**src/rtl/arpr_pkg.sv**
```systemverilog
// Package for the ARP request responder: frame layout, protocol codes,
// register map, buffer geometry and the structs passed between blocks.
// No dependencies.
`default_nettype none

package arpr_pkg;

  // Frame layout
  localparam int unsigned FRAME_LEN = 42;
  localparam int unsigned IDX_W     = 6;

  // Protocol codes
  localparam logic [15:0] ETHTYPE_ARP     = 16'h0806;
  localparam logic [15:0] HWTYPE_ETHERNET = 16'h0001;
  localparam logic [15:0] PROTO_IPV4      = 16'h0800;
  localparam logic [15:0] OP_REQUEST      = 16'h0001;
  localparam logic [15:0] OP_REPLY        = 16'h0002;

  // Register map and reset values
  localparam int unsigned CFG_IDX_W  = 2;
  localparam int unsigned CFG_DATA_W = 48;
  typedef enum logic [CFG_IDX_W-1:0] {
    CFG_OWN_IP  = 2'd0,
    CFG_OWN_MAC = 2'd1
  } cfg_reg_t;
  localparam logic [31:0] RESET_IP  = 32'h0A53_0001;
  localparam logic [47:0] RESET_MAC = 48'h6162_6364_6566;

  // Capture buffer: two banks of 32 bytes, rx bytes stored at their frame position
  localparam int unsigned BUF_DATA_W = 8;
  localparam int unsigned BANK_AW    = 5;
  localparam int unsigned BUF_DEPTH  = 2 * (1 << BANK_AW);
  localparam int unsigned BUF_AW     = BANK_AW + 1;

  // Parser to reply engine: reply start and the bank being filled
  typedef struct packed {
    logic fire;
    logic bank;
  } arpr_trig_t;

  // Reply engine status
  typedef struct packed {
    logic busy;
    logic bank;
  } arpr_stat_t;

endpackage

`default_nettype wire

```
**src/rtl/arpr_rx_if.sv**
```systemverilog
// Receive byte channel: valid/ready with one frame byte and an end marker.
// Depends on nothing.
`default_nettype none

interface arpr_rx_if;
  logic       valid;
  logic       ready;
  logic [7:0] rx_byte;
  logic       rx_last;

  modport source (output valid, output rx_byte, output rx_last, input ready);
  modport sink   (input valid, input rx_byte, input rx_last, output ready);
endinterface

`default_nettype wire

```
**src/rtl/arpr_tx_if.sv**
```systemverilog
// Transmit byte channel: valid/ready with one reply byte and an end marker.
// Depends on nothing.
`default_nettype none

interface arpr_tx_if;
  logic       valid;
  logic       ready;
  logic [7:0] tx_byte;
  logic       tx_last;

  modport source (output valid, output tx_byte, output tx_last, input ready);
  modport sink   (input valid, input tx_byte, input tx_last, output ready);
endinterface

`default_nettype wire

```
**src/rtl/arpr_cfg_if.sv**
```systemverilog
// Configuration write channel: valid/ready with register index and data.
// Depends on arpr_pkg.
`default_nettype none

interface arpr_cfg_if;
  import arpr_pkg::*;
  logic                  valid;
  logic                  ready;
  logic [CFG_IDX_W-1:0]  index;
  logic [CFG_DATA_W-1:0] data;

  modport source (output valid, output index, output data, input ready);
  modport sink   (input valid, input index, input data, output ready);
endinterface

`default_nettype wire

```
**src/rtl/arp_request_responder_core.sv**
```systemverilog
// ARP request responder. Frame bytes are taken one per clock; a request whose
// header checks out and whose target IP matches own_ip produces a 42-byte reply,
// sent one byte per clock unless tx stalls. The request bytes live in a 64x8
// two-bank buffer (one bank filling while the other feeds a reply), so receive
// keeps running during a reply; the 42nd byte of the next frame waits only while
// the previous reply still has buffer reads to issue. own_ip and own_mac are
// written through the configuration channel; the user writes them only while
// the block is idle, which is not enforced. cfg.ready is always high. Depends
// on arpr_pkg, the channel interfaces, arpr_ram, arpr_parser and arpr_reply.
`default_nettype none

module arp_request_responder_core (
  input wire logic clk,
  input wire logic rst,
  arpr_rx_if.sink    rx,
  arpr_tx_if.source  tx,
  arpr_cfg_if.sink   cfg
);
  import arpr_pkg::*;

  logic [31:0]           own_ip;
  logic [47:0]           own_mac;
  arpr_trig_t            trig;
  arpr_stat_t            stat;
  logic                  buf_we;
  logic [BUF_AW-1:0]     buf_waddr;
  logic [BUF_DATA_W-1:0] buf_wdata;
  logic                  buf_re;
  logic [BUF_AW-1:0]     buf_raddr;
  logic [BUF_DATA_W-1:0] buf_rdata;

  // configuration registers
  assign cfg.ready = 1'b1;

  always_ff @(posedge clk) begin
    if (rst) begin
      own_ip  <= RESET_IP;
      own_mac <= RESET_MAC;
    end else if (cfg.valid) begin
      unique case (cfg_reg_t'(cfg.index))
        CFG_OWN_IP:  own_ip  <= cfg.data[31:0];
        CFG_OWN_MAC: own_mac <= cfg.data[47:0];
        default:     ;
      endcase
    end
  end

  arpr_parser u_parser (
    .clk        (clk),
    .rst        (rst),
    .rx         (rx),
    .own_ip     (own_ip),
    .reply_busy (stat.busy),
    .trig       (trig),
    .buf_we     (buf_we),
    .buf_waddr  (buf_waddr),
    .buf_wdata  (buf_wdata)
  );

  arpr_ram #(
    .DATA_W (BUF_DATA_W),
    .DEPTH  (BUF_DEPTH)
  ) u_buf (
    .clk   (clk),
    .we    (buf_we),
    .waddr (buf_waddr),
    .wdata (buf_wdata),
    .re    (buf_re),
    .raddr (buf_raddr),
    .rdata (buf_rdata)
  );

  arpr_reply u_reply (
    .clk       (clk),
    .rst       (rst),
    .trig      (trig),
    .own_ip    (own_ip),
    .own_mac   (own_mac),
    .buf_re    (buf_re),
    .buf_raddr (buf_raddr),
    .buf_rdata (buf_rdata),
    .tx        (tx),
    .stat      (stat)
  );

  // a reply never starts on top of one still reading
  a_no_overlap: assert property (@(posedge clk) disable iff (rst)
    !(trig.fire && stat.busy))
    else $error("reply started while previous reply busy");

  // a started reply is in progress on the next cycle
  a_fire_busy: assert property (@(posedge clk) disable iff (rst)
    trig.fire |=> stat.busy)
    else $error("reply did not start");

  // the bank being read is never the bank being filled
  a_bank_split: assert property (@(posedge clk) disable iff (rst)
    stat.busy |-> (stat.bank != trig.bank))
    else $error("read bank equals write bank");

endmodule

`default_nettype wire

```
**src/rtl/arpr_ram.sv**
```systemverilog
// Generic single-port-write, single-port-read RAM with registered read data.
// Depends on nothing.
`default_nettype none

module arpr_ram #(
  parameter int unsigned DATA_W = 8,
  parameter int unsigned DEPTH  = 64
) (
  input  wire logic                     clk,
  input  wire logic                     we,
  input  wire logic [$clog2(DEPTH)-1:0] waddr,
  input  wire logic [DATA_W-1:0]        wdata,
  input  wire logic                     re,
  input  wire logic [$clog2(DEPTH)-1:0] raddr,
  output logic      [DATA_W-1:0]        rdata
);

  logic [DATA_W-1:0] mem [DEPTH];

  // write port
  always_ff @(posedge clk) begin
    if (we) begin
      mem[waddr] <= wdata;
    end
  end

  // read port, data held while re is low
  always_ff @(posedge clk) begin
    if (re) begin
      rdata <= mem[raddr];
    end
  end

endmodule

`default_nettype wire

```
**src/rtl/arpr_parser.sv**
```systemverilog
// Receive-side parser: tracks byte position, checks the ARP header and target IP,
// stores the request bytes into the capture buffer and signals a reply.
// Depends on arpr_pkg and arpr_rx_if.
`default_nettype none

module arpr_parser (
  input  wire logic                  clk,
  input  wire logic                  rst,
  arpr_rx_if.sink                    rx,
  input  wire logic [31:0]           own_ip,
  input  wire logic                  reply_busy,
  output arpr_pkg::arpr_trig_t       trig,
  output logic                       buf_we,
  output logic [arpr_pkg::BUF_AW-1:0] buf_waddr,
  output logic [arpr_pkg::BUF_DATA_W-1:0] buf_wdata
);
  import arpr_pkg::*;

  localparam logic [IDX_W-1:0] LAST_IDX = IDX_W'(FRAME_LEN - 1);

  logic [IDX_W-1:0] byte_index;
  logic             frame_ok;
  logic             wr_bank;
  logic             accept;
  logic             in_frame;
  logic             chk_hit;
  logic [7:0]       chk_val;
  logic             byte_bad;

  // stall the final header byte while the previous reply is still reading its bank
  assign rx.ready = !(reply_busy && (byte_index == LAST_IDX));
  assign accept   = rx.valid && rx.ready;
  assign in_frame = (byte_index < IDX_W'(FRAME_LEN));

  // expected value of the checked bytes
  always_comb begin
    chk_hit = 1'b1;
    chk_val = '0;
    unique case (byte_index)
      6'd12:   chk_val = ETHTYPE_ARP[15:8];
      6'd13:   chk_val = ETHTYPE_ARP[7:0];
      6'd14:   chk_val = HWTYPE_ETHERNET[15:8];
      6'd15:   chk_val = HWTYPE_ETHERNET[7:0];
      6'd16:   chk_val = PROTO_IPV4[15:8];
      6'd17:   chk_val = PROTO_IPV4[7:0];
      6'd20:   chk_val = OP_REQUEST[15:8];
      6'd21:   chk_val = OP_REQUEST[7:0];
      6'd38:   chk_val = own_ip[31:24];
      6'd39:   chk_val = own_ip[23:16];
      6'd40:   chk_val = own_ip[15:8];
      6'd41:   chk_val = own_ip[7:0];
      default: chk_hit = 1'b0;
    endcase
  end

  assign byte_bad = chk_hit && (rx.rx_byte != chk_val);

  assign trig.fire = accept && (byte_index == LAST_IDX) && frame_ok && !byte_bad;
  assign trig.bank = wr_bank;

  // capture lengths, opcode, sender MAC and sender IP (frame bytes 18..31)
  assign buf_we    = accept && (byte_index >= IDX_W'(18)) && (byte_index < IDX_W'(32));
  assign buf_waddr = {wr_bank, byte_index[BANK_AW-1:0]};
  assign buf_wdata = rx.rx_byte;

  // position, pass flag and bank select
  always_ff @(posedge clk) begin
    if (rst) begin
      byte_index <= '0;
      frame_ok   <= 1'b1;
      wr_bank    <= 1'b0;
    end else if (accept) begin
      if (rx.rx_last) begin
        byte_index <= '0;
        frame_ok   <= 1'b1;
      end else if (in_frame) begin
        byte_index <= byte_index + IDX_W'(1);
        frame_ok   <= frame_ok && !byte_bad;
      end
      if (trig.fire) begin
        wr_bank <= ~wr_bank;
      end
    end
  end

endmodule

`default_nettype wire

```
**src/rtl/arpr_reply.sv**
```systemverilog
// Reply engine: reads captured request bytes from one buffer bank, merges the
// fixed fields and own addresses, and drives the registered transmit channel.
// Depends on arpr_pkg and arpr_tx_if.
`default_nettype none

module arpr_reply (
  input  wire logic                       clk,
  input  wire logic                       rst,
  input  wire arpr_pkg::arpr_trig_t       trig,
  input  wire logic [31:0]                own_ip,
  input  wire logic [47:0]                own_mac,
  output logic                            buf_re,
  output logic [arpr_pkg::BUF_AW-1:0]     buf_raddr,
  input  wire logic [arpr_pkg::BUF_DATA_W-1:0] buf_rdata,
  arpr_tx_if.source                       tx,
  output arpr_pkg::arpr_stat_t            stat
);
  import arpr_pkg::*;

  localparam logic [IDX_W-1:0] LAST_IDX = IDX_W'(FRAME_LEN - 1);

  logic               busy;
  logic               rd_bank;
  logic [IDX_W-1:0]   rd_idx;
  logic               s1_valid;
  logic [IDX_W-1:0]   s1_idx;
  logic               out_valid;
  logic [7:0]         out_byte;
  logic               out_last;
  logic               move;
  logic               issue;
  logic [BANK_AW-1:0] rd_off;
  logic [7:0]         byte_mux;

  function automatic logic [7:0] mac_byte(input logic [47:0] mac, input logic [IDX_W-1:0] k);
    logic [7:0] b;
    b = '0;
    unique case (k)
      6'd0:    b = mac[47:40];
      6'd1:    b = mac[39:32];
      6'd2:    b = mac[31:24];
      6'd3:    b = mac[23:16];
      6'd4:    b = mac[15:8];
      default: b = mac[7:0];
    endcase
    return b;
  endfunction

  function automatic logic [7:0] ip_byte(input logic [31:0] ip, input logic [IDX_W-1:0] k);
    logic [7:0] b;
    b = '0;
    unique case (k)
      6'd0:    b = ip[31:24];
      6'd1:    b = ip[23:16];
      6'd2:    b = ip[15:8];
      default: b = ip[7:0];
    endcase
    return b;
  endfunction

  assign move  = s1_valid && (!out_valid || tx.ready);
  assign issue = busy && (!s1_valid || move);

  // buffer offset of the request byte that feeds each reply position
  always_comb begin
    priority if (rd_idx < IDX_W'(6)) begin
      rd_off = BANK_AW'(rd_idx + IDX_W'(22));
    end else if (rd_idx >= IDX_W'(32)) begin
      rd_off = BANK_AW'(rd_idx - IDX_W'(10));
    end else begin
      rd_off = rd_idx[BANK_AW-1:0];
    end
  end

  assign buf_re    = issue;
  assign buf_raddr = {rd_bank, rd_off};

  // reply byte assembly
  always_comb begin
    byte_mux = buf_rdata;
    unique case (s1_idx)
      6'd6, 6'd7, 6'd8, 6'd9, 6'd10, 6'd11:
        byte_mux = mac_byte(own_mac, s1_idx - IDX_W'(6));
      6'd12: byte_mux = ETHTYPE_ARP[15:8];
      6'd13: byte_mux = ETHTYPE_ARP[7:0];
      6'd14: byte_mux = HWTYPE_ETHERNET[15:8];
      6'd15: byte_mux = HWTYPE_ETHERNET[7:0];
      6'd16: byte_mux = PROTO_IPV4[15:8];
      6'd17: byte_mux = PROTO_IPV4[7:0];
      6'd20: byte_mux = OP_REPLY[15:8];
      6'd21: byte_mux = OP_REPLY[7:0];
      6'd22, 6'd23, 6'd24, 6'd25, 6'd26, 6'd27:
        byte_mux = mac_byte(own_mac, s1_idx - IDX_W'(22));
      6'd28, 6'd29, 6'd30, 6'd31:
        byte_mux = ip_byte(own_ip, s1_idx - IDX_W'(28));
      default: byte_mux = buf_rdata;
    endcase
  end

  // read sequencer, read stage and output register
  always_ff @(posedge clk) begin
    if (rst) begin
      busy      <= 1'b0;
      s1_valid  <= 1'b0;
      out_valid <= 1'b0;
    end else begin
      if (trig.fire) begin
        busy    <= 1'b1;
        rd_idx  <= '0;
        rd_bank <= trig.bank;
      end else if (issue) begin
        if (rd_idx == LAST_IDX) begin
          busy <= 1'b0;
        end
        rd_idx <= rd_idx + IDX_W'(1);
      end

      if (issue) begin
        s1_valid <= 1'b1;
        s1_idx   <= rd_idx;
      end else if (move) begin
        s1_valid <= 1'b0;
      end

      if (move) begin
        out_valid <= 1'b1;
        out_byte  <= byte_mux;
        out_last  <= (s1_idx == LAST_IDX);
      end else if (tx.ready) begin
        out_valid <= 1'b0;
      end
    end
  end

  assign tx.valid   = out_valid;
  assign tx.tx_byte = out_byte;
  assign tx.tx_last = out_last;

  assign stat.busy = busy;
  assign stat.bank = rd_bank;

endmodule

`default_nettype wire

```
**src/flat_wrapper.sv**
```systemverilog
// flat-port wrapper written by rule: the top's interface ports become plain ports
module arp_request_responder_core_flat import arpr_pkg::*;
  (clk, rst, rx_valid, rx_rx_byte, rx_rx_last, rx_ready, tx_valid, tx_tx_byte, tx_tx_last, tx_ready, cfg_valid, cfg_index, cfg_data, cfg_ready);
  arpr_rx_if rx_i ();
  arpr_tx_if tx_i ();
  arpr_cfg_if cfg_i ();
  input wire logic clk;
  input wire logic rst;
  input wire logic [$bits(rx_i.valid)-1:0] rx_valid;
  input wire logic [$bits(rx_i.rx_byte)-1:0] rx_rx_byte;
  input wire logic [$bits(rx_i.rx_last)-1:0] rx_rx_last;
  output wire logic [$bits(rx_i.ready)-1:0] rx_ready;
  output wire logic [$bits(tx_i.valid)-1:0] tx_valid;
  output wire logic [$bits(tx_i.tx_byte)-1:0] tx_tx_byte;
  output wire logic [$bits(tx_i.tx_last)-1:0] tx_tx_last;
  input wire logic [$bits(tx_i.ready)-1:0] tx_ready;
  input wire logic [$bits(cfg_i.valid)-1:0] cfg_valid;
  input wire logic [$bits(cfg_i.index)-1:0] cfg_index;
  input wire logic [$bits(cfg_i.data)-1:0] cfg_data;
  output wire logic [$bits(cfg_i.ready)-1:0] cfg_ready;
  assign rx_i.valid = rx_valid;
  assign rx_i.rx_byte = rx_rx_byte;
  assign rx_i.rx_last = rx_rx_last;
  assign rx_ready = rx_i.ready;
  assign tx_valid = tx_i.valid;
  assign tx_tx_byte = tx_i.tx_byte;
  assign tx_tx_last = tx_i.tx_last;
  assign tx_i.ready = tx_ready;
  assign cfg_i.valid = cfg_valid;
  assign cfg_i.index = cfg_index;
  assign cfg_i.data = cfg_data;
  assign cfg_ready = cfg_i.ready;
  arp_request_responder_core u_core (.clk(clk), .rst(rst), .rx(rx_i), .tx(tx_i), .cfg(cfg_i));
endmodule
```
**config.mk**
```make
export PLATFORM = sky130hd
export DESIGN_NAME = arp_request_responder_core_flat
export DESIGN_NICKNAME = d
export VERILOG_FILES = /design/src/rtl/arpr_pkg.sv /design/src/rtl/arpr_rx_if.sv /design/src/rtl/arpr_tx_if.sv /design/src/rtl/arpr_cfg_if.sv /design/src/rtl/arp_request_responder_core.sv /design/src/rtl/arpr_ram.sv /design/src/rtl/arpr_parser.sv /design/src/rtl/arpr_reply.sv /design/src/flat_wrapper.sv
export SDC_FILE = /design/constraint.sdc
export NUM_CORES = 1
export LEC_CHECK = 0
export BUFFER_PORTS_ARGS = -buffer_cell sky130_fd_sc_hd__buf_2
export CORE_ASPECT_RATIO = 1.75
export CORE_UTILIZATION = 30
export CTS_CLUSTER_DIAMETER = 80
export DETAILED_ROUTE_END_ITERATION = 7
export SYNTH_ARGS = -nofsm -noshare
export SYNTH_HDL_FRONTEND = slang
export SYNTH_SLANG_ARGS = --single-unit
```
**constraint.sdc**
```tcl
create_clock -name clk -period 3.4 [get_ports clk]
set_clock_uncertainty 0.05 [all_clocks]
set_input_delay 0.34 -clock clk [delete_from_list [all_inputs] [get_ports clk]]
set_output_delay 0.34 -clock clk [all_outputs]
set_load 0.01 [all_outputs]
```
After elaboration in Yosys (flattened, before gate mapping):

Memories as Yosys holds them, arrays and structs flattened. A register that Yosys moved wholly into a read port is not among the register bits.
Index checks and enable logic that the tools add are counted.

* logic and storage cells: 143
* memories: 1
* bits in writable memories: 512
* flip-flop bits (word level): 113
* output and inout bits: 12
* input bits: 64

* reductions and logical operators: 43
* $add $sub $neg: 7
* equality and inequality tests: 50
* mux-type cells: 22
* bitwise gates (word level): 2
* order comparisons: 5

Memories
* u_core.u_buf.mem: words 64, width 8, read ports 1, clocked after memory_dff 1, write ports 1, line arpr_ram.sv:18 `logic [DATA_W-1:0] mem [DEPTH];`

Operator list (count)
* 6-bit by 5-bit equality test with 1-bit output (second input constant): 18
* 8-bit one-hot mux with 5 select lines: 2
* 6-bit by 4-bit equality test with 1-bit output (second input constant): 12
* 8-bit one-hot mux with 8 select lines: 1
* 8-bit one-hot mux with 7 select lines: 1
* 6-bit equality test (second input constant): 6
* 6-bit by 2-bit equality test with 1-bit output (second input constant): 5
* 6-bit by 3-bit equality test with 1-bit output (second input constant): 4
* 8-bit one-hot mux with 3 select lines: 1
* 6-bit by 1-bit equality test with 1-bit output (second input constant): 3
* 6-bit logical NOT: 3
* 6-bit 2-to-1 mux: 3
* 2-bit AND reduction: 9
* 6-bit by 1-bit adder with 6-bit output (second input constant): 2
* 6-bit < comparator (second input constant): 2
* 1-bit 2-to-1 mux: 12
* 12-bit OR reduction: 1
* 6-bit OR reduction: 2
* 6-bit by 5-bit subtractor with 6-bit output (second input constant): 2
* 1-bit logical AND: 11
* 5-bit 2-to-1 mux: 2
* 2-bit nonzero test: 5
* 8-bit != test: 1
* 6-bit by 5-bit greater-or-equal comparator with 1-bit output (second input constant): 1
* 13 further kinds: 20

Logic depth before layout (Yosys ltp):

* word-level depth: 9
* depth in mapped cells: 11
* mapped depth without buffers: 9

Modules after synthesis:

Synthesis repeated with hierarchy kept, for this count alone.

* cells, all modules: 1688
* area total of the unflattened synthesis: 27141.0 µm²

By module, submodules not included
* arpr_ram: cells each 940, instances 1, seq. area each 15615.0 µm², area an instance 20246.9 µm²
* arp_request_responder_core: cells each 336, instances 1, seq. area each 1601.5 µm², area an instance 3374.5 µm²
* arpr_reply: cells each 255, instances 1, seq. area each 720.7 µm², area an instance 2333.5 µm²
* arpr_parser: cells each 157, instances 1, seq. area each 160.2 µm², area an instance 1186.1 µm²

Worst setup path after synthesis:

No wires, ideal clock.

* path kind: register -> register
* start point: register u_core.u_parser.byte_index[1]
* end point: register u_core.u_reply.rd_idx[0], enable pin
* period minus slack after synthesis: 2.679 ns
* arrival: 2.310 ns
* cell stages (with the launch flop): 11
* setup time: 0.318 ns
* required time: 3.032 ns
* path buffers: 1
* setup slack: 0.721 ns
* path through: dfxtp_1 inv_1 ha_1 clkbuf_1 a22oi_1 o22ai_1 xor2_1 o32ai_1 a41oi_1 nor3_1 or2_1

* word-level cells in the longest chain between the ends: 9
* elaborated cells on any way between the ends: 28
* classes of those cells: eq/ne (13); mux (2); reduce/logical (13)

Ends and longest elaborated chain
* start: declaration: line arpr_parser.sv:21 `logic [IDX_W-1:0] byte_index;`
* start signal: assignment: line arpr_parser.sv:77 `byte_index <= byte_index + IDX_W'(1);`
* 6-bit by 5-bit equality test with 1-bit output, or another cell as far along: line arpr_parser.sv:39 `unique case (byte_index)`
* 2-bit OR reduction (no source line) / 1-bit logical AND (equally long branches)
* 8-bit one-hot mux with 7 select lines / 1-bit logical NOT (equally long branches): line arpr_parser.sv:39, arpr_parser.sv:31
* 8-bit != test / 1-bit logical AND (equally long branches): line arpr_parser.sv:56, arpr_parser.sv:32
* 1-bit logical AND (on tied branches): line arpr_parser.sv:56, arpr_parser.sv:58
* 1-bit logical NOT / 1-bit logical AND (equally long branches): line arpr_parser.sv:58 `assign trig.fire = accept && (byte_index == LAST_IDX) && frame_ok && !byte_bad;`
* 1-bit logical AND (*): line arpr_parser.sv:58
* 2-bit nonzero test (no source line) (*)
* 2-bit AND reduction (no source line) (*)
* end signal: assignment: line arpr_reply.sv:115 `rd_idx <= rd_idx + IDX_W'(1);`
* end: declaration: line arpr_reply.sv:24 `logic [IDX_W-1:0] rd_idx;`

Every way passes the cells marked *; elsewhere a longest branch is shown, timed or not.
A chain may end at the register's enable or synchronous reset.

Worst setup path in the final report:

* start point: register u_core.u_parser.byte_index[1]
* end point: memory u_core.u_buf.mem[55][1], enable pin

* word-level cells in the longest chain between the ends: 8
* elaborated cells on any way between the ends: 10
* classes of those cells: order compare (2); eq/ne (1); mux (2); reduce/logical (5)

Ends and longest elaborated chain (line)
* parallel branches: the longest is 8 deep, another holds 6-bit by 5-bit greater-or-equal comparator with 1-bit output
* end: declaration: arpr_ram.sv:18

Parallel ways; which one is timed is not known.

==> results.py <==
metrics = {
    "global_routing": {
        "grt_start_max_net_pins": 87,
        "global_route.overflow_total": 0,
        "antenna_found_initial": 1,
        "first_global_vias": 15700,
        "grt_usage_pct": 14.2,
        "grt_pass1_wl_microns": 93600,
    },
    "logic_synthesis": {
        "synth-edff-count": 542,
        "dominantRegCellSynth": "sky130_fd_sc_hd__edfxtp_1",
        "synth.top_cells.by_count": "542 x sky130_fd_sc_hd__edfxtp_1, 224 x sky130_fd_sc_hd__nand2_1, 127 x sky130_fd_sc_hd__mux4_2",
        "yosys.area.top_type_share_pct": 62.8,
        "most_frequently_used_cell_type_in_the_post_synthesis_netlist": "sky130_fd_sc_hd__edfxtp_1",
        "ys_top_cells_by_area": "sky130_fd_sc_hd__edfxtp_1 63%, sky130_fd_sc_hd__mux4_2 11%, sky130_fd_sc_hd__dfxtp_1 7.0%",
        "syn-cell-area_sq_um": 25900,
        "synth-seq-area-share_pct": 69.8,
        "synth.largest_area_cell": "sky130_fd_sc_hd__edfxtp_1",
        "synthCells": 1636,
        "postSynthRegisterBits": 633,
        "postSynth.asyncResetShare_pct": 0,
        "postSynthAreaPerCell_sq_um": 15.8,
        "synth_cell_type_count": 75,
        "yosys_warnings": 0,
    },
    "final_layout": {
        "stdcell_area_sq_um": 31400,
        "layout.nets": 2133,
        "drive_above_1_share_pct": 18.9,
        "antenna_cells": 0,
        "area_growth_pct": 21.0,
    },
    "route": {
        "remaining_drc_errors": 0,
        "dr.first_iter.drc_count": 1080,
        "detail_route.wirelength_microns": 62500,
        "postRouteAntennaNets": 0,
        "dr.pass1.iters": 6,
        "vias": 15300,
        "post_drt_wl_per_cell_microns": 19.2,
        "detail_route.vias_per_cell": 4.69,
    },
    "sta": {
        "finalHoldViolations": 0,
        "tightestPinTransition_ns": 0.991,
        "max_freq_mhz": 317,
        "timing.final.crit_period_ns": 3.16,
        "timing.setup.tns_ns": 0,
        "rsz0062_at_grt": "false",
        "slew_violations": 0,
        "setup_viol": 0,
        "maxSlewHeadroom_pct": 33.6,
        "final.period_utilization_pct": 92.8,
    },
    "worst_hold_path": {
        "startpoint_of_the_tightest_hold_check_path": "rx_rx_byte[2]",
        "worstHoldPathType": "in -> reg",
        "hold-path-cell-count": 1,
        "worst_hold_path.endpoint": "u_core.u_buf.mem[16][2]",
    },
    "cts": {
        "clock_pin_slew_worst_setup_and_hold_paths_ns": 0.07,
        "clock-root-buffer": "sky130_fd_sc_hd__clkbuf_16",
        "clock_path_buffers": 3,
        "htree_levels": 2,
        "numClockSinks": 633,
        "tritoncts": "built",
        "post_cts_setup_repair_bufs": 0,
        "insertion_delay_ns": 0.61,
        "cts-buffers-inserted": 55,
    },
    "status": {
        "status": "complete, no violations",
    },
    "floorplan": {
        "die_w_microns": 224,
        "initial_core_utilization_pct": 30.3,
        "placement_rows": 142,
        "floorplan.io_pins": 76,
        "fp.dieArea_sq_um": 87600,
        "floorplan.core_area_sq_um": 85600,
        "floorplan.die.height_microns": 391,
    },
    "power_and_ir_drop": {
        "pwr_cell_area_nw_per_um2": 507,
        "combPwrFrac_pct": 3.3,
        "worst_ir_drop_vdd_mv": 0.378,
        "p_int_w": 0.0126,
        "power_leakage_nw": 10.7,
        "power.share.sequential_pct": 55.4,
        "pwr-share-clk_pct": 41.3,
        "netSwitchingFraction_pct": 20.5,
        "net-switching-power_w": 0.00326,
    },
    "worst_setup_path": {
        "crit-reg2reg-launch": "u_core.u_parser.byte_index[1]",
        "start_kind": "flop",
        "cell_seen_most_often_among_critical_path_stages": "sky130_fd_sc_hd__nor2_1",
        "slowest_delay_ns": 0.49,
        "reg2reg_slack_ns": 0.24,
        "worst-setup-path-type": "reg -> reg",
        "worst-r2r-cell-count": 9,
        "crit_path_cell_trace": "inv_1 -> ha_1 -> and3_1 -> a21boi_0 -> nand4b_1 -> nor2_1 -> nand3_1 -> nor2_1 -> buf_4",
        "data_required_time_at_the_worst_endpoint_ns": 3.67,
        "critPathSlowestCell": "sky130_fd_sc_hd__dfxtp_1",
        "reg2reg_to": "u_core.u_buf.mem[55][1]",
        "worstSetupEndpointType": "flop",
        "crit_arrival_ns": 3.42,
        "timing.critical_path.fanout_max": 11,
    },
    "placed_design": {
        "placedInstanceArea_sq_um": 29000,
        "gp_routability_congestion": 0.911,
        "place.detailed.hpwl_microns": 43800,
        "number_of_input_and_output_port_buffers_inserted": 74,
    },
    "job": {
        "max_capacitance_violation_count": 0,
    },
}
-- placed cells by master, fill, tap and decap left out, types with 5 or more instances in the layout --
cell                            instances
sky130_fd_sc_hd__a2111oi_0              6
sky130_fd_sc_hd__a21boi_0               5
sky130_fd_sc_hd__a21oi_1               89
sky130_fd_sc_hd__a22oi_1               20
sky130_fd_sc_hd__a32oi_1               16
sky130_fd_sc_hd__and3_1                 9
sky130_fd_sc_hd__buf_12                 6
sky130_fd_sc_hd__buf_2                 74
sky130_fd_sc_hd__buf_4                 87
sky130_fd_sc_hd__bufinv_16              8
sky130_fd_sc_hd__clkbuf_1               9
sky130_fd_sc_hd__clkbuf_16             56
sky130_fd_sc_hd__clkinv_1               8
sky130_fd_sc_hd__clkinv_2               8
sky130_fd_sc_hd__conb_1               257
sky130_fd_sc_hd__dfxtp_1               90
sky130_fd_sc_hd__dlygate4sd3_1         49
sky130_fd_sc_hd__edfxtp_1             542
sky130_fd_sc_hd__ha_1                   9
sky130_fd_sc_hd__inv_1                 13
sky130_fd_sc_hd__mux2i_1               27
sky130_fd_sc_hd__mux4_1                 5
sky130_fd_sc_hd__mux4_2               127
sky130_fd_sc_hd__nand2_1              224
sky130_fd_sc_hd__nand3_1               20
sky130_fd_sc_hd__nand3b_1              33
sky130_fd_sc_hd__nand4_1                6
sky130_fd_sc_hd__nor2_1                76
sky130_fd_sc_hd__nor2b_1               10
sky130_fd_sc_hd__nor3_1                40
sky130_fd_sc_hd__o21ai_0               22
sky130_fd_sc_hd__o221ai_1              16
sky130_fd_sc_hd__o22ai_1               25
sky130_fd_sc_hd__or4_1                  7
sky130_fd_sc_hd__xnor2_1                5
sky130_fd_sc_hd__xor2_1                13
-- registers in the layout, indices dropped and copies added, names as in the netlist --
name                        flops
u_core.u_buf.mem              512
u_core.own_mac                 48
u_core.own_ip                  32
u_core.u_buf.rdata              8
u_core.u_reply.tx.tx_byte       8
u_core.u_parser.byte_index      6
u_core.u_reply.rd_idx           6
u_core.u_reply.s1_idx           6
u_core.u_parser.frame_ok        1
u_core.u_parser.wr_bank         1
u_core.u_reply.busy             1
u_core.u_reply.rd_bank          1
u_core.u_reply.s1_valid         1
u_core.u_reply.tx.tx_last       1
u_core.u_reply.tx.valid         1
-- per-layer routing --
layer	part of all wire [%]	GRT usage [%]	up-vias
met5	0.019	0	-
met4	7.5	10.0	2
met3	3.8	1.50	170
met2	55	27.3	443
met1	34	13.9	7677
li1	-	-	6987
-- power by group through the flow --
stage               combinational, W  clock [W]  sequential, W
global placement            0.000468          0        0.00897
detailed placement          0.000480          0        0.00899
floorplan                   0.000247          0        0.00895
global route                0.000581    0.00697        0.00884
finish                      0.000528    0.00656        0.00882
CTS                         0.000526    0.00673        0.00882
-- cell families (layout without fill, tap and decap cells) --
family                     count (synthesis)  after routing  synth area share, %
other                                      2            257               0.0290
adders and majority gates                  9              9                0.434
DFF                                      633            633                 69.8
AOI/OAI and AO/OA                        238            238                 6.18
and+or+nand+nor                          460            460                 8.25
buffers and inverters                    117            332                 2.10
muxes                                    159            159                 12.6
xor gates and xnor gates                  18             18                0.608
-- area by class of cell --
class	count	area [sq um]
fillers	8159	54300
flip-flops and latches	633	18100
multi-input cells	1141	8260
repair buffers	216	1630
clock buffers	68	1480
well taps	1152	1440
clock inverters	35	414
inverters	13	48.8
-- critical path, delay by kind of cell, from the launching register on --
kind,cells,cell delay (ns)
AOI/OAI and AO/OA,1,0.27
DFF,1,0.49
and+or+nand+nor,5,1.33
buffers and inverters,2,0.37
adders and majority gates,1,0.34
-- what timing repair did --
action,CTS,global route
endpoints found under the hold margin,81,0
hold buffers,49,0
resized for setup,0,2
endpoints found under the setup margin,0,3
-- worst max-delay path by stage --
stage | start | end | depth (start not counted)
4_1_cts | u_core.u_reply.rd_idx[3] | u_core.u_buf.rdata[0] | 8
2_1_floorplan | u_core.u_parser.byte_index[1] | u_core.u_reply.rd_idx[0] | 10
5_1_grt | u_core.u_parser.byte_index[1] | u_core.u_buf.mem[54][1] | 9
6_report | u_core.u_parser.byte_index[1] | u_core.u_buf.mem[55][1] | 9
3_3_place_gp | u_core.u_reply.rd_idx[3] | u_core.u_buf.rdata[0] | 8
3_5_place_dp | u_core.u_reply.rd_idx[3] | u_core.u_buf.rdata[0] | 8
-- through the flow --
step	setup slack (ns)	util, %	cells	power (W)	hold slack, ns
6_report	0.244	36.6	3258	0.0159	0.0390
3_3_place_gp	0.326	33.8	3106	0.00944	0.393
2_1_floorplan	0.721	-	1891	0.00919	0.376
5_1_grt	0.0220	36.6	3258	0.0164	0.0230
4_1_cts	0.257	36.6	3258	0.0161	0.0108
3_5_place_dp	0.288	33.8	3106	0.00947	0.395
Note: power is estimated with default switching activity, not from simulation.
